==> config.mk <==
export PLATFORM = sky130hd
export DESIGN_NAME = tcw_ctrl
export DESIGN_NICKNAME = d
export VERILOG_FILES = /design/src/rtl/tcw_pkg.sv /design/src/rtl/tcw_ctrl.sv
export SDC_FILE = /design/constraint.sdc
export NUM_CORES = 1
export LEC_CHECK = 0
export BUFFER_PORTS_ARGS = -buffer_cell sky130_fd_sc_hd__buf_2
export CELL_PAD_IN_SITES_DETAIL_PLACEMENT = 1
export CELL_PAD_IN_SITES_GLOBAL_PLACEMENT = 2
export CORE_MARGIN = 8
export CORE_UTILIZATION = 17
export DETAILED_ROUTE_END_ITERATION = 16
export PLACE_DENSITY = 0.67
export SYNTH_ARGS = -nofsm -noshare
export SYNTH_HDL_FRONTEND = slang
export SYNTH_SLANG_ARGS = --single-unit
==> constraint.sdc <==
create_clock -name clk -period 1.31 [get_ports clk]
set_input_delay 0.3275 -clock clk [delete_from_list [all_inputs] [get_ports clk]]
set_output_delay 0.3275 -clock clk [all_outputs]
set_load 0.1 [all_outputs]
==> src/rtl/tcw_pkg.sv <==
// Package for the text console writer: shared constants, command codes,
// FSM state type and the controller/datapath interface structs.
// No dependencies.
package tcw_pkg;

  localparam int COLS_DEF = 80;
  localparam int ROWS_DEF = 25;

  localparam int CMD_W    = 2;
  localparam int CHAR_W   = 8;
  localparam int ATTR_W   = 8;
  localparam int ROW_W    = 5;
  localparam int COL_W    = 7;
  localparam int CELL_W   = CHAR_W + ATTR_W;
  localparam int IN_DW    = 24;   // char_code, read_row, read_col padded to bytes
  localparam int OUT_DW   = 32;   // cursor_col, cursor_row, cell_char, cell_attr
  localparam int CFG_IDX_W = 1;

  localparam logic [ATTR_W-1:0] TEXT_ATTR_RST  = 8'h1F;
  localparam logic [ATTR_W-1:0] BLANK_ATTR_RST = 8'h07;
  localparam logic [CHAR_W-1:0] SPACE_CHAR     = 8'h20;

  localparam logic [CMD_W-1:0] CMD_PUT   = 2'd0;
  localparam logic [CMD_W-1:0] CMD_CLEAR = 2'd1;
  localparam logic [CMD_W-1:0] CMD_READ  = 2'd2;

  localparam logic [CFG_IDX_W-1:0] REG_TEXT_ATTR  = 1'd0;
  localparam logic [CFG_IDX_W-1:0] REG_BLANK_ATTR = 1'd1;

  typedef enum logic [2:0] {
    ST_INIT,
    ST_IDLE,
    ST_EXEC,
    ST_SCR_RD,
    ST_SCR_CPY,
    ST_BLANK,
    ST_RESP
  } tcw_state_t;

  typedef struct packed {
    logic ld_in;       // latch the accepted beat
    logic rd_in;       // read cell addressed by the input beat
    logic rd_scr;      // read source cell of the scroll copy
    logic cnt_clr;
    logic cnt_inc;
    logic wr_put;      // write character at cursor
    logic wr_copy;     // write read data at sweep counter
    logic wr_blank;    // write blank at sweep counter
    logic blank_init;  // blank uses the reset attribute
    logic cur_adv;
    logic cur_home;
    logic out_load;
  } tcw_ctl_t;

  typedef struct packed {
    logic [CMD_W-1:0] cmd;
    logic             wrap_last;  // cursor on last column of last row
    logic             copy_last;  // final scroll copy address
    logic             cnt_last;   // sweep at last cell
    logic             out_free;
  } tcw_stat_t;

endpackage

==> src/rtl/tcw_ctrl.sv <==
// Controller FSM for the text console writer: sequences reset clearing,
// put, clear, read and the scroll copy. Depends on tcw_pkg.
module tcw_ctrl import tcw_pkg::*; (
  input  logic      clk,
  input  logic      rst_n,
  input  logic      in_tvalid,
  output logic      in_tready,
  input  tcw_stat_t stat,
  output tcw_ctl_t  ctl
);

  tcw_state_t state_r, state_nxt;

  always_ff @(posedge clk) begin
    if (!rst_n) begin
      state_r <= ST_INIT;
    end else begin
      state_r <= state_nxt;
    end
  end

  always_comb begin
    state_nxt = state_r;
    case (state_r)
      ST_INIT: begin
        if (stat.cnt_last) state_nxt = ST_IDLE;
      end
      ST_IDLE: begin
        if (in_tvalid) state_nxt = ST_EXEC;
      end
      ST_EXEC: begin
        if (stat.cmd == CMD_PUT && stat.wrap_last) begin
          state_nxt = ST_SCR_RD;
        end else if (stat.cmd == CMD_CLEAR) begin
          state_nxt = ST_BLANK;
        end else if (stat.out_free) begin
          state_nxt = ST_IDLE;
        end else begin
          state_nxt = ST_RESP;
        end
      end
      ST_SCR_RD:  state_nxt = ST_SCR_CPY;
      ST_SCR_CPY: begin
        if (stat.copy_last) state_nxt = ST_BLANK;
      end
      ST_BLANK: begin
        if (stat.cnt_last) state_nxt = ST_RESP;
      end
      ST_RESP: begin
        if (stat.out_free) state_nxt = ST_IDLE;
      end
      default: state_nxt = ST_IDLE;
    endcase
  end

  always_comb begin
    ctl       = '0;
    in_tready = 1'b0;
    case (state_r)
      ST_INIT: begin
        ctl.wr_blank   = 1'b1;
        ctl.blank_init = 1'b1;
        ctl.cnt_inc    = 1'b1;
        ctl.cnt_clr    = stat.cnt_last;
      end
      ST_IDLE: begin
        in_tready = 1'b1;
        ctl.ld_in = in_tvalid;
        ctl.rd_in = in_tvalid;
      end
      ST_EXEC: begin
        if (stat.cmd == CMD_PUT) begin
          ctl.wr_put  = 1'b1;
          ctl.cur_adv = 1'b1;
        end
        if (stat.cmd == CMD_CLEAR) begin
          ctl.cur_home = 1'b1;
          ctl.cnt_clr  = 1'b1;
        end else if (stat.cmd == CMD_PUT && stat.wrap_last) begin
          ctl.cnt_clr = 1'b1;
        end else begin
          ctl.out_load = stat.out_free;
        end
      end
      ST_SCR_RD: begin
        ctl.rd_scr = 1'b1;
      end
      ST_SCR_CPY: begin
        ctl.wr_copy = 1'b1;
        ctl.cnt_inc = 1'b1;
        ctl.rd_scr  = !stat.copy_last;
      end
      ST_BLANK: begin
        ctl.wr_blank = 1'b1;
        ctl.cnt_inc  = 1'b1;
        ctl.cnt_clr  = stat.cnt_last;
      end
      ST_RESP: begin
        ctl.out_load = stat.out_free;
      end
      default: ctl = '0;
    endcase
  end

endmodule

==> results.sh, run 1 <==
export IMPL_final_common_cell="buf_4"
export IMPL_p_seq_share_pct=10.1
export IMPL_die_h_um=62.4
export IMPL_violations="negative setup slack"
export IMPL_ys_types=29
export IMPL_power_frac_comb_pct=75.3
export IMPL_met3_usage_pct=3.05
export IMPL_syn_inst=54
export IMPL_netlist_area_um2=367
export IMPL_grt_ovfl_total=0
export IMPL_port_buffers=21
export IMPL_rows=17
export IMPL_cp_start_kind="register"
export IMPL_wl_um=1870
export IMPL_synth_enable_flop_cells=0
export IMPL_utilization_pct=52.0
export IMPL_cts_made_buffers=3
export IMPL_crit_required_ps=980
export IMPL_p_sw_uw=572
export IMPL_layout_drive_gt1_share_pct=74.8
export IMPL_max_slew_margin_pct=82.3
export IMPL_outcome="finished with violations"
export IMPL_skew_ps=0.595
export IMPL_worst_path_buf_inv=1
export IMPL_ys_ff_latch=3
export IMPL_yosysSeqAreaShare_pct=16.4
export IMPL_grt_pass1_wl_um=3180
export IMPL_maxSlewViolCount=0
export IMPL_track_usage_pct=9.95
export IMPL_coreArea_um2=2130
export IMPL_routedWlPerCell_um=14.3
export IMPL_ys_flop_type="dfxtp_1"
export IMPL_p_leak_nw=0.483
export IMPL_finalCriticalPeriod_ps=1770
export IMPL_die_area_um2=3900
export IMPL_place_ws_ps=-279
export IMPL_path_cells="or3b_4, nor3_4, buf_12"
export IMPL_via_count=569
export IMPL_crit_slowest_cell="or3b_4"
export IMPL_start_util_pct=17.2
export IMPL_ir_drop_mv=0.533
export IMPL_grt_pass1_vias=636
export IMPL_grtUsageMet2_pct=18.5
export IMPL_yosysTopAreaCell="dfxtp_1"
export IMPL_placedCellCount=121
export IMPL_setup_viol_count_final=14
export IMPL_whs_ps=352
export IMPL_clock_sinks=3
export IMPL_drcViolationCount=0
export IMPL_place_gp_congestion=0.745
export IMPL_antenna_found_initial=0
export IMPL_regMostFlops="state_r"
export IMPL_use_met1_pct=10.2
export IMPL_criticalPathCategory="reg -> out"
export IMPL_period_share_pct=135
export IMPL_firstDrtPassIters=2
export IMPL_p_clk_share_pct=14.6
export IMPL_hp_class="in -> reg"
export IMPL_place_area_um2=922
export IMPL_rsz0062_at_grt="true"
export IMPL_drtIter0Drc=3
export IMPL_insertedDiodeCount=0
export IMPL_cp_data_arrival_time_ps=1440
export IMPL_hpwl_um=1320
export IMPL_max_cap_violations=0
export IMPL_crit_family="simple AND/OR/NAND/NOR gates"
export IMPL_cp_max_fo=5
export IMPL_cts_hold_buf=0
export IMPL_layout_setup_ws_ps=-461
export IMPL_powerDensity_nw_per_um2=1040
export IMPL_finalSetupTns_ps=-4730
export IMPL_synth_area_leaders="dfxtp_1, mux2i_1, nor2_1"
export IMPL_hold_viol=0
export IMPL_die_w_um=62.4
export IMPL_pin_count=22
export IMPL_syn_area_per_cell_um2=6.79
export IMPL_r2r_slack_ps=-50
export IMPL_intPower_uw=575
export IMPL_cts_tree="built"
export IMPL_ant_nets=0
export IMPL_fin_cells=131
export IMPL_htreeDepth=1
export IMPL_worstSetupEndpointType="output port"
export IMPL_most_common_layout_cells="buf_4, buf_12, buf_6"
export IMPL_synth_nets=63
export IMPL_grt_busiest_layer="met2"
export IMPL_totalPowerFinal_mw=1.15
export IMPL_grt_max_degree=12
export IMPL_max_stage_delay_ps=420
export IMPL_swShare_pct=49.9
export IMPL_synth_top_area_share_pct=16.4
export IMPL_largest_reg_flops=3
export IMPL_reg_top3="state_r (3)"
export IMPL_ys_async_sr_fraction_pct=0
export IMPL_max_freq_mhz=565
export IMPL_ctsRootBufferMaster="clkbuf_4"
export IMPL_cts_buffer_depth=2
export IMPL_worst_slew_pin_transition_ps=264
export IMPL_clock_latency_ps=240
export IMPL_clk_pin_slew_ps=40
export IMPL_layout_nets=113
export IMPL_vias_per_cell=4.34
export IMPL_design_area_um2=1110
export IMPL_ys_warn_count=0
export IMPL_areaGrowthSynthToFinish_pct=202
## repair_timing
action                                  in CTS  in global routing
pin swaps                                    9                  6
setup buffers                                5                  1
endpoints found under the setup margin      14                 15
resized for setup                           25                  2
## worst reg2reg max path, cell delays in order, from the launching register on
cell	delay [ps]
dfxtp_2	340
buf_6	130
nor2_1	90
o21ai_1	100
buf_4	160
buf_4	130
a311oi_2	210
o21a_1	140
## power groups by stage
stage	registers, mW	logic, mW	clock network (mW)
floorplan	0.110	0.494	0
detailed placement	0.115	0.770	0
global route	0.117	0.896	0.183
finish	0.116	0.864	0.168
global placement	0.114	0.763	0
CTS	0.115	0.853	0.172
## cell usage after synthesis (2+ instances only)
| library cell | count |
|---|---|
| mux2i_1 | 3 |
| inv_1 | 3 |
| buf_4 | 3 |
| nor2_1 | 7 |
| nand2b_1 | 3 |
| dfxtp_1 | 3 |
| nor3_1 | 5 |
| buf_2 | 2 |
| nand2_1 | 5 |
## cell type report
type                            instances  area, um2
Clock buffer                            4       26.3
Multi-Input combinational cell         42        404
Fill cell                             250       1020
Tap cell                               28       35.0
Inverter                                4       22.5
Sequential cell                         3       66.3
Timing Repair Buffer                   50        552
## logic make-up after synthesis
family                    after synthesis  share of synthesized area [%]
AOI/OAI and AO/OA                      12                           24.2
muxes                                   3                           8.19
DFF                                     3                           16.4
xor gates and xnor gates                1                           2.39
and+or+nand+nor                        26                           35.8
buffers and inverters                   9                           13.0
## path summary, 6_finish.rpt
kind                                  end                    start  cells after the start
setup / recovery                   ctl[6]  state_r[2]$_SDFFE_PN0P_                      3
hold / removal    state_r[0]$_SDFFE_PN0P_                    rst_n                      2
setup reg to reg  state_r[0]$_SDFFE_PN0P_  state_r[2]$_SDFFE_PN0P_                      7
hold reg to reg   state_r[2]$_SDFFE_PN0P_  state_r[2]$_SDFFE_PN0P_                      3
## metal layers
metal / routed length, um / share of wire (%) / vias to the layer above
met5: 0 / 0 / -
met4: 12 / 0.64 / 0
met3: 78 / 4.2 / 2
met2: 1030 / 55 / 16
met1: 747 / 40 / 265
li1: - / - / 286
Power figures use the tool's default switching activity.
==> run 2, diff against run 1 <==
--- a/config.mk
+++ b/config.mk
@@ -9,9 +9,9 @@
 export CELL_PAD_IN_SITES_DETAIL_PLACEMENT = 1
 export CELL_PAD_IN_SITES_GLOBAL_PLACEMENT = 2
 export CORE_MARGIN = 8
-export CORE_UTILIZATION = 17
+export CORE_UTILIZATION = 19
 export DETAILED_ROUTE_END_ITERATION = 16
-export PLACE_DENSITY = 0.67
+export PLACE_DENSITY = 0.71
 export SYNTH_ARGS = -nofsm -noshare
 export SYNTH_HDL_FRONTEND = slang
 export SYNTH_SLANG_ARGS = --single-unit
==> constraint.sdc (replaced) <==
create_clock -name clk -period 1.7 [get_ports clk]
set_input_delay 0.425 -clock clk [delete_from_list [all_inputs] [get_ports clk]]
set_output_delay 0.425 -clock clk [all_outputs]
set_load 0.1 [all_outputs]
==> run 2 against run 1 <==
The run still ends with negative setup slack left. Power fell by 22%. Clock-buffer cell count did not move. Sequential power fell by 26%. First-iteration DRC count rose to 3.0 times the previous value. Routed wire length rose by 27%. Hold slack improved by 140 ps. Worst setup slack improved by 260 ps. Die area fell by 7.9%. Clock power fell by 24%. Final cell count fell by 6.1%. Global-route usage rose by 1.6 points. Largest power group unchanged.
==> results.sh, run 2 (synthesis gave the netlist of run 1 again) <==
export IMPL_intPower_uw=442
export IMPL_p_clk_share_pct=14.1
export IMPL_firstDrtPassIters=4
export IMPL_whs_ps=489
export IMPL_setup_viol_count_final=12
export IMPL_reg_top3="state_r (3)"
export IMPL_die_h_um=59.9
export IMPL_power_frac_comb_pct=76.3
export IMPL_max_stage_delay_ps=420
export IMPL_crit_family="simple AND/OR/NAND/NOR gates"
export IMPL_coreArea_um2=1880
export IMPL_outcome="finished with violations"
export IMPL_antenna_found_initial=0
export IMPL_vias_per_cell=4.69
export IMPL_p_seq_share_pct=9.5
export IMPL_totalPowerFinal_uw=899
export IMPL_multi_input_area_um2=410
export IMPL_period_share_pct=112
export IMPL_start_util_pct=19.5
export IMPL_violations="negative setup slack"
export IMPL_pin_count=22
export IMPL_most_common_layout_cells="buf_12, buf_4, buf_2"
export IMPL_grt_pass1_vias=608
export IMPL_place_gp_congestion=0.752
export IMPL_layout_drive_gt1_share_pct=69.8
export IMPL_clk_pin_slew_ps=40
export IMPL_track_usage_pct=11.5
export IMPL_routedWlPerCell_um=19.3
export IMPL_rows=16
export IMPL_cp_max_fo=2
export IMPL_ir_drop_mv=0.481
export IMPL_ctsRootBufferMaster="clkbuf_4"
export IMPL_crit_required_ps=1270
export IMPL_finalCriticalPeriod_ps=1900
export IMPL_p_leak_nw=0.460
export IMPL_cp_start_kind="register"
export IMPL_drcViolationCount=0
export IMPL_max_freq_mhz=526
export IMPL_die_area_um2=3590
export IMPL_worstSetupEndpointType="output port"
export IMPL_hp_class="in -> reg"
export IMPL_max_cap_violations=0
export IMPL_path_cells="or3b_4, nor3_4, buf_12"
export IMPL_cp_data_arrival_time_ps=1480
export IMPL_port_buffers=21
export IMPL_swShare_pct=50.9
export IMPL_regArea_um2=65.1
export IMPL_cts_hold_buf=0
export IMPL_max_slew_margin_pct=76.2
export IMPL_hold_viol=0
export IMPL_clock_sinks=3
export IMPL_powerDensity_nw_per_um2=827
export IMPL_n_fill_cell=210
export IMPL_htreeDepth=1
export IMPL_cts_buffer_depth=2
export IMPL_regMostFlops="state_r"
export IMPL_skew_ps=7.26
export IMPL_largest_reg_flops=3
export IMPL_clock_latency_ps=240
export IMPL_grt_max_degree=8
export IMPL_criticalPathCategory="reg -> out"
export IMPL_rsz0062_at_grt="true"
export IMPL_maxSlewViolCount=0
export IMPL_wl_um=2370
export IMPL_hpwl_um=1280
export IMPL_worst_path_buf_inv=1
export IMPL_via_count=577
export IMPL_drtIter0Drc=9
export IMPL_grt_ovfl_total=0
export IMPL_areaGrowthSynthToFinish_pct=197
export IMPL_ant_nets=0
export IMPL_p_sw_uw=458
export IMPL_insertedDiodeCount=0
export IMPL_die_w_um=59.9
export IMPL_cts_made_buffers=3
export IMPL_final_common_cell="buf_12"
export IMPL_layout_nets=106
export IMPL_cts_tree="built"
export IMPL_worst_slew_pin_transition_ps=354
export IMPL_crit_slowest_cell="or3b_4"
export IMPL_layout_setup_ws_ps=-202
export IMPL_grt_pass1_wl_um=3070
run 2: cell types whose count changed in the layout (fill, tap and decap cells not counted), sizes merged:
cell	delta
buf	-7
clkinv	+1
inv	-1
run 2: final cells by class:
type | count | area share, %
Clock buffer | 4 | 2.42
Tap cell | 27 | 3.11
Multi-Input combinational cell | 42 | 37.7
Sequential cell | 3 | 5.98
Timing Repair Buffer | 43 | 48.2
Inverter | 4 | 2.53
run 2: power by group through the flow:
stage / Sequential [mW] / Clock, mW / Combinational, mW
after detailed placement: 0.0879 / 0 / 0.559
after global placement: 0.0876 / 0 / 0.552
after floorplan: 0.0843 / 0 / 0.380
after CTS: 0.0842 / 0.127 / 0.634
after global routing: 0.0857 / 0.133 / 0.710
final: 0.0858 / 0.127 / 0.687
run 2: timing repair:
action,CTS,global route
pin swaps,9,5
endpoints found under the hold margin,0,0
resized for setup,16,8
setup buffers,9,5
endpoints found under the setup margin,10,11
run 2: per-layer routing:
| metal | global-route usage, % | share of wire (%) | vias up |
|---|---|---|---|
| met1 | 10.8 | 37 | 276 |
| met4 | 4.76 | 2.7 | 0 |
| met2 | 22.9 | 56 | 23 |
| met5 | 0 | 0 | - |
| met3 | 2.58 | 4.4 | 8 |
| li1 | - | - | 270 |
run 2: path summary, 6_finish.rpt:
check | start | to | slack (ps) | cells after the start
worst max-delay path | state_r[1]$_SDFFE_PN0P_ | ctl[2] | -200 | 3
worst min-delay path | rst_n | state_r[0]$_SDFFE_PN0P_ | 490 | 2
worst max register to register | state_r[2]$_SDFFE_PN0P_ | state_r[0]$_SDFFE_PN0P_ | 290 | 6
worst min register to register | state_r[1]$_SDFFE_PN0P_ | state_r[2]$_SDFFE_PN0P_ | 770 | 4
run 2: through the flow:
stage / area [um2] / util [%] / setup slack, ps / cells / TNS, ps
3_5_place_dp: 822 / 43.7 / 35.9 / 105 / 0
6_report: 1090 / 57.8 / -202 / 123 / -1320
4_1_cts: 1000 / 53.2 / -165 / 118 / -861
2_1_floorplan: 498 / - / -759 / 54 / -3530
5_1_grt: 1090 / 57.8 / -207 / 123 / -1660
3_3_place_gp: 822 / 43.7 / 47.2 / 105 / 0
==> run 3, diff against run 2 <==
--- a/config.mk
+++ b/config.mk
@@ -9,9 +9,9 @@
 export CELL_PAD_IN_SITES_DETAIL_PLACEMENT = 1
 export CELL_PAD_IN_SITES_GLOBAL_PLACEMENT = 2
 export CORE_MARGIN = 8
-export CORE_UTILIZATION = 19
+export CORE_UTILIZATION = 17
 export DETAILED_ROUTE_END_ITERATION = 16
-export PLACE_DENSITY = 0.71
+export PLACE_DENSITY = 0.67
 export SYNTH_ARGS = -nofsm -noshare
 export SYNTH_HDL_FRONTEND = slang
 export SYNTH_SLANG_ARGS = --single-unit
==> constraint.sdc (replaced) <==
create_clock -name clk -period 1.6 [get_ports clk]
set_input_delay 0.4 -clock clk [delete_from_list [all_inputs] [get_ports clk]]
set_output_delay 0.4 -clock clk [all_outputs]
set_load 0.1 [all_outputs]
==> run 3 against run 2 <==
Clock-buffer cell count did not move. Power is 1.6% lower. Clock skew is 3.4 ps lower. Design area decreased by 6.9%. Combinational power fell by 3.8%. Sequential power is 8.6% higher. Via count fell by 9.0%. Critical endpoint is now ctl[6]. Global-route usage shrank 3.3 points. Routed wire length down 34%. The run still ends with negative setup slack left.
==> results.sh, run 3 (synthesis gave the netlist of run 1 again) <==
export IMPL_layout_setup_ws_ps=-221
export IMPL_start_util_pct=17.2
export IMPL_cts_buffer_depth=2
export IMPL_worstSetupEndpointType="output port"
export IMPL_skew_ps=3.86
export IMPL_p_leak_nw=0.429
export IMPL_final_common_cell="buf_12"
export IMPL_grt_pass1_wl_um=2750
export IMPL_cts_made_buffers=3
export IMPL_place_gp_congestion=0.785
export IMPL_drtIter0Drc=4
export IMPL_intPower_uw=441
export IMPL_clock_sinks=3
export IMPL_hold_viol=0
export IMPL_grt_pass1_vias=574
export IMPL_max_slew_margin_pct=82.3
export IMPL_track_usage_pct=8.26
export IMPL_ir_drop_mv=0.463
export IMPL_hp_class="in -> reg"
export IMPL_max_freq_mhz=549
export IMPL_p_seq_share_pct=10.5
export IMPL_powerDensity_nw_per_um2=875
export IMPL_htreeDepth=1
export IMPL_swShare_pct=50.2
export IMPL_r2r_slack_ps=80
export IMPL_maxSlewViolCount=0
export IMPL_ctsRootBufferMaster="clkbuf_4"
export IMPL_endpoint="ctl[6]"
export IMPL_rsz0062_at_grt="true"
export IMPL_hold_path_startpoint="rst_n"
export IMPL_power_frac_comb_pct=74.6
export IMPL_grt_ovfl_total=0
export IMPL_die_h_um=62.4
export IMPL_pin_count=22
export IMPL_whs_ps=441
export IMPL_die_w_um=62.4
export IMPL_wl_um=1560
export IMPL_areaGrowthSynthToFinish_pct=176
export IMPL_antenna_found_initial=0
export IMPL_die_area_um2=3900
export IMPL_setup_viol_count_final=12
export IMPL_r2r_start="state_r[2]$_SDFFE_PN0P_"
export IMPL_clock_latency_ps=230
export IMPL_via_count=525
export IMPL_rows=17
export IMPL_outcome="finished with violations"
export IMPL_worst_slew_pin_transition_ps=263
export IMPL_cp_startpoint="state_r[0]$_SDFFE_PN0P_"
export IMPL_p_clk_share_pct=14.8
export IMPL_violations="negative setup slack"
export IMPL_vias_per_cell=4.34
export IMPL_ant_nets=0
export IMPL_cp_start_kind="register"
export IMPL_firstDrtPassIters=2
export IMPL_layout_nets=103
export IMPL_routedWlPerCell_um=12.9
export IMPL_cts_tree="built"
export IMPL_cp_max_fo=4
export IMPL_p_sw_uw=444
export IMPL_r2r_end="state_r[0]$_SDFFE_PN0P_"
export IMPL_coreArea_um2=2130
export IMPL_max_cap_violations=0
export IMPL_clk_pin_slew_ps=40
export IMPL_cp_data_arrival_time_ps=1420
export IMPL_reg_top3="state_r (3)"
export IMPL_layout_drive_gt1_share_pct=67.7
export IMPL_insertedDiodeCount=0
export IMPL_regMostFlops="state_r"
export IMPL_grt_max_degree=8
export IMPL_cts_hold_buf=0
export IMPL_utilization_pct=47.6
export IMPL_largest_reg_flops=3
export IMPL_hpwl_um=1230
export IMPL_finalCriticalPeriod_ps=1820
export IMPL_crit_required_ps=1200
export IMPL_criticalPathCategory="reg -> out"
export IMPL_period_share_pct=114
export IMPL_drcViolationCount=0
export IMPL_r2r_cells=8
export IMPL_port_buffers=21
export IMPL_most_common_layout_cells="buf_12, buf_4, buf_6"
## run 3: cell types whose count changed in the layout (fill, tap and decap cells not counted), sizes merged
cell	before	now
clkinv	1	0
buf	43	40
inv	3	4
## run 3: critical path, cell delays in order, from the launching register on
cell,delay [ps]
dfxtp_2,350
or3b_4,390
nor3_4,230
buf_12,210
## run 3: routing by layer
metal	GRT usage (%)	wire length (um)	vias to the layer above
met5	0	0	-
met4	0.855	0	0
met3	3.23	105	0
met2	14.9	823	15
met1	9.18	630	245
li1	-	-	265
## run 3: layout make-up
| cell class | count | area (um2) |
|---|---|---|
| Clock buffer | 4 | 26.3 |
| Fill cell | 253 | 1110 |
| Inverter | 4 | 20.0 |
| Multi-Input combinational cell | 42 | 390 |
| Sequential cell | 3 | 63.8 |
| Tap cell | 28 | 35.0 |
| Timing Repair Buffer | 40 | 477 |
## run 3: power by group through the flow
stage	Clock, mW	Combinational (mW)	Sequential [mW]
2_1_floorplan	0	0.404	0.0896
3_3_place_gp	0	0.607	0.0918
3_5_place_dp	0	0.611	0.0926
4_1_cts	0.139	0.665	0.0934
5_1_grt	0.147	0.690	0.0943
6_report	0.131	0.661	0.0932
## run 3: per-stage QoR
step | setup WS, ps | area, um2 | TNS, ps | instances | power [mW]
floorplan | -834 | 498 | -4280 | 54 | 0.493
CTS | -240 | 1010 | -1840 | 121 | 0.898
finish | -221 | 1010 | -1590 | 121 | 0.885
detailed placement | -32.7 | 861 | -111 | 111 | 0.704
global placement | -16.8 | 861 | -44.5 | 111 | 0.699
global route | -264 | 1010 | -2270 | 121 | 0.931
## run 3: timing repair
action	4_1_cts	5_1_grt
buffers inserted	6	1
pin swaps	9	4
endpoints found under the setup margin	13	13
resized for setup	17	2
## run 3: worst min-delay path by stage
stage,to,slack (ps),depth (start not counted)
6_report,state_r[1]$_SDFFE_PN0P_,440,3
5_1_grt,state_r[0]$_SDFFE_PN0P_,450,2
4_1_cts,state_r[0]$_SDFFE_PN0P_,440,2
3_5_place_dp,state_r[2]$_SDFFE_PN0P_,640,3
3_3_place_gp,state_r[2]$_SDFFE_PN0P_,630,3
2_1_floorplan,state_r[0]$_SDFFE_PN0P_,520,1
